### config.mk
export PLATFORM = sky130hd
export DESIGN_NAME = audio_level_statistics
export DESIGN_NICKNAME = d
export VERILOG_FILES = /design/src/rtl/als_pkg.sv /design/src/rtl/audio_level_statistics.sv /design/src/rtl/als_accum.sv /design/src/rtl/als_iter.sv
export SDC_FILE = /design/constraint.sdc
export NUM_CORES = 2
export LEC_CHECK = 0
export BUFFER_PORTS_ARGS = -buffer_cell sky130_fd_sc_hd__buf_2
export CAP_MARGIN = 30
export CORE_MARGIN = 1
export CORE_UTILIZATION = 51
export DETAILED_ROUTE_END_ITERATION = 8
export PLACE_DENSITY = 0.67
export SYNTH_ARGS = -nofsm -noshare
export SYNTH_HDL_FRONTEND = slang
export SYNTH_SLANG_ARGS = --single-unit
### constraint.sdc
create_clock -name aclk -period 12.2 [get_ports aclk]
set_clock_uncertainty 0.2 [all_clocks]
set_input_delay 2.44 -clock aclk [delete_from_list [all_inputs] [get_ports aclk]]
set_output_delay 2.44 -clock aclk [all_outputs]
set_load 0.005 [all_outputs]
### src/rtl/als_pkg.sv
package als_pkg;

    localparam int SAMPLE_BITS  = 24;
    localparam int PEAK_BITS    = SAMPLE_BITS - 1;
    localparam int SQUARE_BITS  = 2 * SAMPLE_BITS;
    localparam int SUM_BITS     = 64;
    localparam int ROOT_BITS    = SUM_BITS / 2;
    localparam int COUNT_BITS   = 17;
    localparam int MAX_BLOCK    = 65536;
    localparam int CREST_BITS   = 17;
    localparam int CREST_SHIFT  = 8;
    localparam int CREST_NUM_BITS = SAMPLE_BITS + CREST_SHIFT;

    // shared unit: partial remainder covers sqrt (2 bits/step) and divide
    localparam int REM_BITS     = ROOT_BITS + 4;
    localparam int STEP_BITS    = $clog2(SUM_BITS + 1);

    localparam int DIV_STEPS    = SUM_BITS;
    localparam int SQRT_STEPS   = ROOT_BITS;
    localparam int CREST_STEPS  = ROOT_BITS;

    localparam int S_TDATA_BITS = ((SAMPLE_BITS + 7) / 8) * 8;
    localparam int M_FIELD_BITS = SAMPLE_BITS + PEAK_BITS + SAMPLE_BITS + CREST_BITS;
    localparam int M_TDATA_BITS = ((M_FIELD_BITS + 7) / 8) * 8;

    typedef enum logic {
        OP_DIV,
        OP_SQRT
    } als_op_t;

    typedef struct packed {
        logic square;
        logic add;
        logic clear;
    } als_acc_ctrl_t;

    typedef struct packed {
        logic [SUM_BITS-1:0]    sum;
        logic [COUNT_BITS-1:0]  count;
        logic [PEAK_BITS-1:0]   peak;
        logic [SAMPLE_BITS-1:0] mag;
    } als_stats_t;

    typedef struct packed {
        logic                  start;
        als_op_t               op;
        logic [SUM_BITS-1:0]   num;
        logic [ROOT_BITS-1:0]  den;
        logic [STEP_BITS-1:0]  steps;
    } als_iter_cmd_t;

endpackage

### src/rtl/audio_level_statistics.sv
// Block level meter for signed Q1.23 audio. Each sample request carries one
// sample in s_tdata with s_tlast on the final sample of a block; the block
// answers with one result per block: RMS, peak floored at zero, largest
// magnitude and crest factor (magnitude / RMS, unsigned Q9.8, truncated,
// zero when RMS is zero, saturating at all ones). Samples beyond 65536 in one
// block are ignored, but their tlast still closes the block. Each sample is
// accepted, squared and accumulated through a single multiplier and 64-bit
// adder. After the final sample, one restoring subtract unit does the
// 64-step mean division, the 32-step square root and the 32-step crest
// division in turn, each launched from its own start state, and the result
// register is then loaded. A zero RMS skips the crest division. The result
// register holds while the next block streams in; a block end waits there
// only if the previous result has not yet been taken.
module audio_level_statistics (
    input  logic                              aclk,
    input  logic                              aresetn,
    input  logic                              s_tvalid,
    output logic                              s_tready,
    input  logic [als_pkg::S_TDATA_BITS-1:0]  s_tdata,  // [23:0] sample_value
    input  logic                              s_tlast,  // block_end
    output logic                              m_tvalid,
    input  logic                              m_tready,
    // [23:0] rms_level, [46:24] peak_level, [70:47] peak_magnitude,
    // [87:71] crest_ratio
    output logic [als_pkg::M_TDATA_BITS-1:0]  m_tdata
);
    import als_pkg::*;

    typedef enum logic [3:0] {
        ST_IDLE,
        ST_SQUARE,
        ST_ADD,
        ST_DIV_GO,
        ST_DIV,
        ST_SQRT_GO,
        ST_SQRT,
        ST_CREST_GO,
        ST_CREST,
        ST_OUT
    } state_t;

    state_t                   state_reg;
    logic [SAMPLE_BITS-1:0]   sample_reg;
    logic                     last_reg;
    logic [ROOT_BITS-1:0]     rms_reg;
    logic [CREST_BITS-1:0]    crest_reg;
    logic                     m_tvalid_reg;
    logic [M_TDATA_BITS-1:0]  m_tdata_reg;

    als_acc_ctrl_t            acc_ctrl;
    als_stats_t               stats;
    als_iter_cmd_t            iter_cmd;
    logic [SUM_BITS-1:0]      iter_result;
    logic                     iter_done;
    logic                     out_free;
    logic [CREST_NUM_BITS-1:0] crest_num;

    assign out_free  = !m_tvalid_reg || m_tready;
    assign crest_num = {stats.mag, CREST_SHIFT'(0)};

    always_comb begin
        acc_ctrl.square = (state_reg == ST_SQUARE);
        acc_ctrl.add    = (state_reg == ST_ADD);
        acc_ctrl.clear  = (state_reg == ST_OUT) && out_free;
    end

    always_comb begin
        iter_cmd.start = 1'b0;
        iter_cmd.op    = OP_DIV;
        iter_cmd.num   = stats.sum;
        iter_cmd.den   = ROOT_BITS'(stats.count);
        iter_cmd.steps = STEP_BITS'(DIV_STEPS);
        unique case (state_reg)
            ST_DIV_GO: begin
                iter_cmd.start = (stats.count != '0);
            end
            ST_SQRT_GO: begin
                iter_cmd.start = 1'b1;
                iter_cmd.op    = OP_SQRT;
                iter_cmd.num   = iter_result;
                iter_cmd.steps = STEP_BITS'(SQRT_STEPS);
            end
            ST_CREST_GO: begin
                // dividend sits in the top half so half the steps suffice
                iter_cmd.start = 1'b1;
                iter_cmd.num   = {ROOT_BITS'(crest_num), ROOT_BITS'(0)};
                iter_cmd.den   = rms_reg;
                iter_cmd.steps = STEP_BITS'(CREST_STEPS);
            end
            default: begin
                iter_cmd.start = 1'b0;
            end
        endcase
    end

    always_ff @(posedge aclk) begin
        if (!aresetn) begin
            state_reg    <= ST_IDLE;
            m_tvalid_reg <= 1'b0;
        end else begin
            if ((state_reg == ST_OUT) && out_free) begin
                m_tvalid_reg <= 1'b1;
            end else if (m_tready) begin
                m_tvalid_reg <= 1'b0;
            end
            unique case (state_reg)
                ST_IDLE: begin
                    if (s_tvalid) begin
                        sample_reg <= s_tdata[SAMPLE_BITS-1:0];
                        last_reg   <= s_tlast;
                        state_reg  <= ST_SQUARE;
                    end
                end
                ST_SQUARE: begin
                    state_reg <= ST_ADD;
                end
                ST_ADD: begin
                    state_reg <= last_reg ? ST_DIV_GO : ST_IDLE;
                end
                ST_DIV_GO: begin
                    if (stats.count == '0) begin
                        rms_reg   <= '0;
                        crest_reg <= '0;
                        state_reg <= ST_OUT;
                    end else begin
                        state_reg <= ST_DIV;
                    end
                end
                ST_DIV: begin
                    if (iter_done) begin
                        state_reg <= ST_SQRT_GO;
                    end
                end
                ST_SQRT_GO: begin
                    state_reg <= ST_SQRT;
                end
                ST_SQRT: begin
                    if (iter_done) begin
                        rms_reg <= iter_result[ROOT_BITS-1:0];
                        if (iter_result[ROOT_BITS-1:0] == '0) begin
                            crest_reg <= '0;
                            state_reg <= ST_OUT;
                        end else begin
                            state_reg <= ST_CREST_GO;
                        end
                    end
                end
                ST_CREST_GO: begin
                    state_reg <= ST_CREST;
                end
                ST_CREST: begin
                    if (iter_done) begin
                        crest_reg <= (iter_result[SUM_BITS-1:CREST_BITS] != '0)
                                   ? '1 : iter_result[CREST_BITS-1:0];
                        state_reg <= ST_OUT;
                    end
                end
                ST_OUT: begin
                    // hold until the previous result has been taken
                    if (out_free) begin
                        m_tdata_reg  <= M_TDATA_BITS'({crest_reg, stats.mag, stats.peak,
                                                       rms_reg[SAMPLE_BITS-1:0]});
                        state_reg    <= ST_IDLE;
                    end
                end
                default: begin
                    state_reg <= ST_IDLE;
                end
            endcase
        end
    end

    assign s_tready = (state_reg == ST_IDLE);
    assign m_tvalid = m_tvalid_reg;
    assign m_tdata  = m_tdata_reg;

    als_accum u_accum (
        .aclk    (aclk),
        .aresetn (aresetn),
        .ctrl    (acc_ctrl),
        .sample  (sample_reg),
        .stats   (stats)
    );

    als_iter u_iter (
        .aclk    (aclk),
        .aresetn (aresetn),
        .cmd     (iter_cmd),
        .result  (iter_result),
        .done    (iter_done)
    );

endmodule

### src/rtl/als_accum.sv
module als_accum (
    input  logic                          aclk,
    input  logic                          aresetn,
    input  als_pkg::als_acc_ctrl_t        ctrl,
    input  logic [als_pkg::SAMPLE_BITS-1:0] sample,
    output als_pkg::als_stats_t           stats
);
    import als_pkg::*;

    logic [SUM_BITS-1:0]    sum_reg;
    logic [COUNT_BITS-1:0]  count_reg;
    logic [PEAK_BITS-1:0]   peak_reg;
    logic [SAMPLE_BITS-1:0] mag_reg;
    logic [SQUARE_BITS-1:0] sq_reg;
    logic                   hit_reg;

    logic                   neg;
    logic [SAMPLE_BITS-1:0] mag;
    logic                   in_range;
    logic [SUM_BITS:0]      sum_wide;

    assign neg      = sample[SAMPLE_BITS-1];
    assign mag      = neg ? (~sample + SAMPLE_BITS'(1)) : sample;
    assign in_range = count_reg < COUNT_BITS'(MAX_BLOCK);
    assign sum_wide = {1'b0, sum_reg} + (SUM_BITS + 1)'(sq_reg);

    always_ff @(posedge aclk) begin
        if (!aresetn) begin
            sum_reg   <= '0;
            count_reg <= '0;
            peak_reg  <= '0;
            mag_reg   <= '0;
            hit_reg   <= 1'b0;
        end else if (ctrl.clear) begin
            sum_reg   <= '0;
            count_reg <= '0;
            peak_reg  <= '0;
            mag_reg   <= '0;
            hit_reg   <= 1'b0;
        end else if (ctrl.square) begin
            // samples past the block limit leave every statistic alone
            hit_reg <= in_range;
            sq_reg  <= mag * mag;
            if (in_range) begin
                if (!neg && sample[PEAK_BITS-1:0] > peak_reg) begin
                    peak_reg <= sample[PEAK_BITS-1:0];
                end
                if (mag > mag_reg) begin
                    mag_reg <= mag;
                end
            end
        end else if (ctrl.add && hit_reg) begin
            // saturate the sum on carry out
            sum_reg   <= sum_wide[SUM_BITS] ? '1 : sum_wide[SUM_BITS-1:0];
            count_reg <= count_reg + COUNT_BITS'(1);
        end
    end

    assign stats.sum   = sum_reg;
    assign stats.count = count_reg;
    assign stats.peak  = peak_reg;
    assign stats.mag   = mag_reg;

endmodule

### src/rtl/als_iter.sv
module als_iter (
    input  logic                          aclk,
    input  logic                          aresetn,
    input  als_pkg::als_iter_cmd_t        cmd,
    output logic [als_pkg::SUM_BITS-1:0]  result,
    output logic                          done
);
    import als_pkg::*;

    als_op_t               op_reg;
    logic [SUM_BITS-1:0]   num_reg;
    logic [REM_BITS-1:0]   rem_reg;
    logic [SUM_BITS-1:0]   q_reg;
    logic [ROOT_BITS-1:0]  den_reg;
    logic [STEP_BITS-1:0]  left_reg;
    logic                  busy_reg;
    logic                  done_reg;

    logic [REM_BITS-1:0]   shifted;
    logic [REM_BITS-1:0]   trial;
    logic [SUM_BITS-1:0]   num_next;
    logic [REM_BITS:0]     diff;
    logic                  ge;
    logic [REM_BITS-1:0]   rem_next;
    logic [SUM_BITS-1:0]   q_next;

    // one restoring step: bring in one (divide) or two (root) bits, trial subtract
    always_comb begin
        unique case (op_reg)
            OP_SQRT: begin
                shifted  = {rem_reg[REM_BITS-3:0], num_reg[SUM_BITS-1 -: 2]};
                trial    = {q_reg[REM_BITS-3:0], 2'b01};
                num_next = {num_reg[SUM_BITS-3:0], 2'b00};
            end
            default: begin
                shifted  = {rem_reg[REM_BITS-2:0], num_reg[SUM_BITS-1]};
                trial    = REM_BITS'(den_reg);
                num_next = {num_reg[SUM_BITS-2:0], 1'b0};
            end
        endcase
        diff     = {1'b0, shifted} - {1'b0, trial};
        ge       = !diff[REM_BITS];
        rem_next = ge ? diff[REM_BITS-1:0] : shifted;
        q_next   = {q_reg[SUM_BITS-2:0], ge};
    end

    always_ff @(posedge aclk) begin
        if (!aresetn) begin
            busy_reg <= 1'b0;
            done_reg <= 1'b0;
        end else begin
            done_reg <= 1'b0;
            if (cmd.start) begin
                busy_reg <= 1'b1;
                op_reg   <= cmd.op;
                num_reg  <= cmd.num;
                den_reg  <= cmd.den;
                left_reg <= cmd.steps;
                rem_reg  <= '0;
                q_reg    <= '0;
            end else if (busy_reg) begin
                num_reg  <= num_next;
                rem_reg  <= rem_next;
                q_reg    <= q_next;
                left_reg <= left_reg - STEP_BITS'(1);
                if (left_reg == STEP_BITS'(1)) begin
                    busy_reg <= 1'b0;
                    done_reg <= 1'b1;
                end
            end
        end
    end

    assign result = q_reg;
    assign done   = done_reg;

endmodule

# Word-level counts from Yosys, hierarchy flattened
# Index checks and enable logic that the tools add are counted.
# word_totals
ff_bits	549
wordCells	124
# op_classes
bitwise_logic	5
muxes	41
n_addsub	5
n_reduce_logical	30
n_lt_le_gt_ge	3
n_mul	1
eq_ne	17
# ops
operator	count
2-to-1 mux 64 bit	5
case mux 64 bit (2 select lines)	1
2-to-1 mux 17 bit	6
2-to-1 mux 36 bit	2
2-to-1 mux 35 bit	2
adder 64 x 48 -> 65 bit	1
2-to-1 mux 32 bit	2
case mux 32 bit (2 select lines)	1
case mux 17 bit (3 select lines)	1
multiplier 24 x 24 -> 48 bit	1
nonzero test 47 bit	1
case mux 4 bit (10 select lines)	1
subtractor 36 x 36 -> 37 bit	1
zero test 32 bit	1
2-to-1 mux 4 bit	7
adder 24 x 1 -> 24 bit (second input constant)	1
> comparator 24 bit	1
2-to-1 mux 24 bit	1
NOT 24 bit	1
> comparator 23 bit	1
2-to-1 mux 7 bit	3
adder 17 x 1 -> 17 bit (second input constant)	1
zero test 17 bit	1
< comparator 17 bit (second input constant)	1
26 further kinds	58

# Depth between registers and ports, before layout
# depth
word_depth	5
depth_mapped	38
ltp_nobuf	37

# Modules after synthesis
# Synthesis repeated with hierarchy kept, for this count alone.
# hier_totals
cells_unflattened	4427
hier_area_um2	45078.2
# modules_own_cells
mod	area_each_um2	instances	cells_each
als_accum	26719.4	1	3012
als_iter	11317.1	1	955
audio_level_statistics	7041.8	1	460

# Worst setup path before layout
# Ideal clock, no wire load.
# synth_path
path_type	register to register
start	register sample_reg[0]
end	register u_accum.sq_reg[47], data pin
t_arrival_ns	9.128
synth_period_minus_slack_ns	9.588
slack_ns	2.612
stages_incl_launch_ff	38
cell_sequence	edfxtp_1 > clkinv_1 > clkbuf_1 > ha_1 > nand3b_1 > nand2b_1 > o31ai_1 > o21ai_0 > o31ai_1 > xor2_1 > inv_1 > clkbuf_1 > nand2_1 > fa_1 > fa_1 > inv_1 > fa_1 > inv_1 > (+2 left out) > fa_1 > fa_1 > inv_1 > fa_1 > inv_1 > ha_1 > clkbuf_1 > a21oi_1 > o21ai_1 > a221o_1 > a311o_1 > a21oi_1 > a21oi_1 > nor2_1 > o21ai_1 > a221o_1 > a21oi_1 > xnor2_1
# synth_via
elab_chain_len	4
# synth_lines
item	line	text
from (decl)	audio_level_statistics.sv:43	logic [SAMPLE_BITS-1:0] sample_reg;
from (signal assigned)	audio_level_statistics.sv:109	sample_reg <= s_tdata[SAMPLE_BITS-1:0];
NOT 24 bit	als_accum.sv:23	assign mag = neg ? (~sample + SAMPLE_BITS'(1)) : sample;
adder 24 x 1 -> 24 bit	als_accum.sv:23	
2-to-1 mux 24 bit	als_accum.sv:23	
named net u_accum.mag[20]	als_accum.sv:18	logic [SAMPLE_BITS-1:0] mag;
multiplier 24 x 24 -> 48 bit	als_accum.sv:43	sq_reg <= mag * mag;
to (signal assigned)	als_accum.sv:43	
to (decl)	als_accum.sv:14	logic [SQUARE_BITS-1:0] sq_reg;
# The timed path passes the listed nets, and every way through them passes these cells.
# A chain may end at the register's enable or synchronous reset.

# Final worst setup path
# layout_path
start	register sample_reg[2]
end	register u_accum.sq_reg[47], data pin
# layout_via
elab_chain_len	4
# layout_lines
item	line
NOT 24 bit	als_accum.sv:23
adder 24 x 1 -> 24 bit	als_accum.sv:23
2-to-1 mux 24 bit *	als_accum.sv:23
multiplier 24 x 24 -> 48 bit *	als_accum.sv:43
# Every way passes the cells marked *; elsewhere a longest branch is shown, timed or not.

==> reports/summary.txt <==
Fill count = 7385
Most Frequent Cell on Critical Path = fa_1
Number of max-cap violations = 0
Top-area cell type share of the netlist area = 27.9%
Critical path arrival = 10910 ps
FF-to-FF path depth = 36
Max Root-Sink Buffers = 3
Relative max-transition margin = 27.0%
Worst-path maximum fanout = 14
Detailed Route WL = 112 mm
Fmax = 93.0 MHz
Vias in the first global route = 31200
Worst hold path type = reg -> reg
ANT nets after route = 0
DIE WIDTH = 297 um
1st-iter DRT viols = 2414
Number of cell rows = 107
R2r endpoint = u_accum.sq_reg[47]
Max FFs per register = 88
Startpoint Class = flip-flop
Synthesis-stage register bit count = 548
H-tree depth = 2
Delay of the slowest critical-path stage = 540 ps
Ranking of synthesized cells by area = edfxtp_1 (28%), fa_1 (19%), ha_1 (8.6%), dfxtp_1 (6.1%), inv_1 (5.8%)
Synthesized instance count = 4357
Starting Density = 51.8%
Most common library cells after synthesis = inv_1 (689), fa_1 (429), edfxtp_1 (412), nand2_1 (308)
TritonCTS clock tree = built
Ys async rst share = 0%
Global-route wire length before repair = 176 mm
GP Congestion = 0.950
Initial antenna violation count = 3
Data required, critical path = 12360 ps
Worst hold stages = 0
Final hold viol count = 0
CTS sink count = 548
Area leader, netlist = edfxtp_1
Drt first pass iters = 5
Antenna Cells = 0
Share of post-route cells with drive strength above 1 = 7.87%
Count leader, synth = inv_1
Critical R2R Launch = sample_reg[2]
Post-synth cell types = 81
Hold path start = crest_reg[14]
Final WS setup = 1450 ps
Area Growth Syn to Fin = 9.00%
Sequential share of the synthesized area = 34.1%
Register-to-register setup slack = 1450 ps
IO Count = 119
Post-Syn Area = 44300 sq um
Setup Buffers After CTS = 0
Post-detailed-route via-to-cell ratio = 5.60
Total CTS buffers = 57
Largest net degree at the start of global routing = 81
Status = completed
Clock Root Buffer = clkbuf_16
Worst hold slack = 215 ps
Storage cell area = 15100 sq um
RSZ-0062 raised after global routing = false
Crit path kind = reg -> reg
Number of enable flip-flop cells after synthesis = 412
Dpl hpwl = 85.8 mm
Core area = 85500 sq um
Final #Nets = 5191
Vias after detailed routing = 31500
Final setup fails = 0
Crit path capture type = flip-flop
Min-Delay Endpoint = m_tdata[85]
Latest clock arrival within the worst-skew pair = 640 ps
Die area = 88100 sq um
Worst Tran Pin Value = 1090 ps
Hold_buf cts = 0
Ys flop type = edfxtp_1
Final Max Tran Viols = 0
Setup TNS = 0 ps
Area of the multi-input gates = 26100 sq um
Final worst path period share = 88.1%
GRT Total Usage = 25.3%
I/O Buffers = 118
Avg WL per Cell = 20.0 um
Crit path time final = 10750 ps
Slowest CP cell = fa_1
Die span in y = 297 um
Grt ovf = 0
Worst-path clk slew = 60 ps
Worst slack, placed = 1560 ps
Synth warn = 0
Residual DRC = 0
PostCTS Resize Cnt = 0
Syn_area_per_cell = 10.2 sq um
[per-stage QoR]
stage | cell area, sq um | instances | utilization [%]
2_1_floorplan | 44400 | 4373 | -
3_3_place_gp | 46200 | 5506 | 54.0
3_5_place_dp | 46300 | 5511 | 54.1
4_1_cts | 48300 | 5617 | 56.4
5_1_grt | 48300 | 5619 | 56.5
6_report | 48300 | 5619 | 56.5
[routing by layer]
| metal | track usage, % | vias up | share of wire (%) | routed length, um |
|---|---|---|---|---|
| met4 | 7.07 | 4 | 2.6 | 2900 |
| met1 | 35.8 | 15600 | 45 | 50100 |
| met5 | 0 | - | 0.020 | 22 |
| met2 | 40.6 | 948 | 46 | 51900 |
| li1 | - | 14800 | - | - |
| met3 | 3.69 | 173 | 6.5 | 7250 |
[kinds of logic (layout without fill, tap and decap cells)]
kind of cell | Yosys count | count (layout) | synth area share [%]
other cells | 2 | 18 | 0.0169
xor+xnor | 170 | 170 | 3.38
buf+inv | 877 | 979 | 7.45
mux | 222 | 222 | 5.16
simple gates | 1042 | 1042 | 11.3
flops | 548 | 548 | 34.1
compound gates | 762 | 762 | 10.7
fa+ha+maj | 734 | 734 | 28.0
[worst max-delay path by stage]
stage / startpoint / end / slack (ps) / depth (start not counted)
4_1_cts: sample_reg[2] / u_accum.sq_reg[47] / 1510 / 36
5_1_grt: sample_reg[2] / u_accum.sq_reg[47] / 930 / 36
3_5_place_dp: sample_reg[2] / u_accum.sq_reg[47] / 1560 / 36
3_3_place_gp: sample_reg[2] / u_accum.sq_reg[47] / 1740 / 36
6_report: sample_reg[2] / u_accum.sq_reg[47] / 1450 / 36
2_1_floorplan: sample_reg[0] / u_accum.sq_reg[47] / 2610 / 37
[area by class of cell]
type	count	area share, %
Clock inverter	36	0.922
Inverter	698	5.42
Multi-Input combinational cell	2948	54.0
Clock buffer	70	3.10
Timing Repair Buffer	175	2.35
Sequential cell	548	31.3
Tap cell	1144	2.96
[cell usage in the layout (no fill, tap or decap), drive strengths merged, types with 53 or more instances in the layout]
| master | netlist | layout |
|---|---|---|
| o21ai | 243 | 243 |
| edfxtp | 412 | 412 |
| nand2 | 309 | 309 |
| nor2 | 305 | 305 |
| a21o | 80 | 80 |
| ha | 305 | 305 |
| and2 | 110 | 110 |
| xor2 | 80 | 80 |
| clkbuf | 150 | 70 |
| xnor2 | 90 | 90 |
| buf | 29 | 175 |
| inv | 690 | 692 |
| mux2 | 53 | 53 |
| mux2i | 169 | 169 |
| fa | 429 | 429 |
| a21oi | 203 | 203 |
| dfxtp | 136 | 136 |
[worst max-delay path, delay by kind of cell (launching register included)]
family | cells | cell delay, ps
fa+ha+maj | 8 | 4020
simple gates | 10 | 2330
compound gates | 9 | 2190
buf+inv | 7 | 980
flops | 1 | 480
xor+xnor | 2 | 230
Power is not shown: default switching activity piles up to over one toggle a cycle in this logic, so the estimate is an artifact.
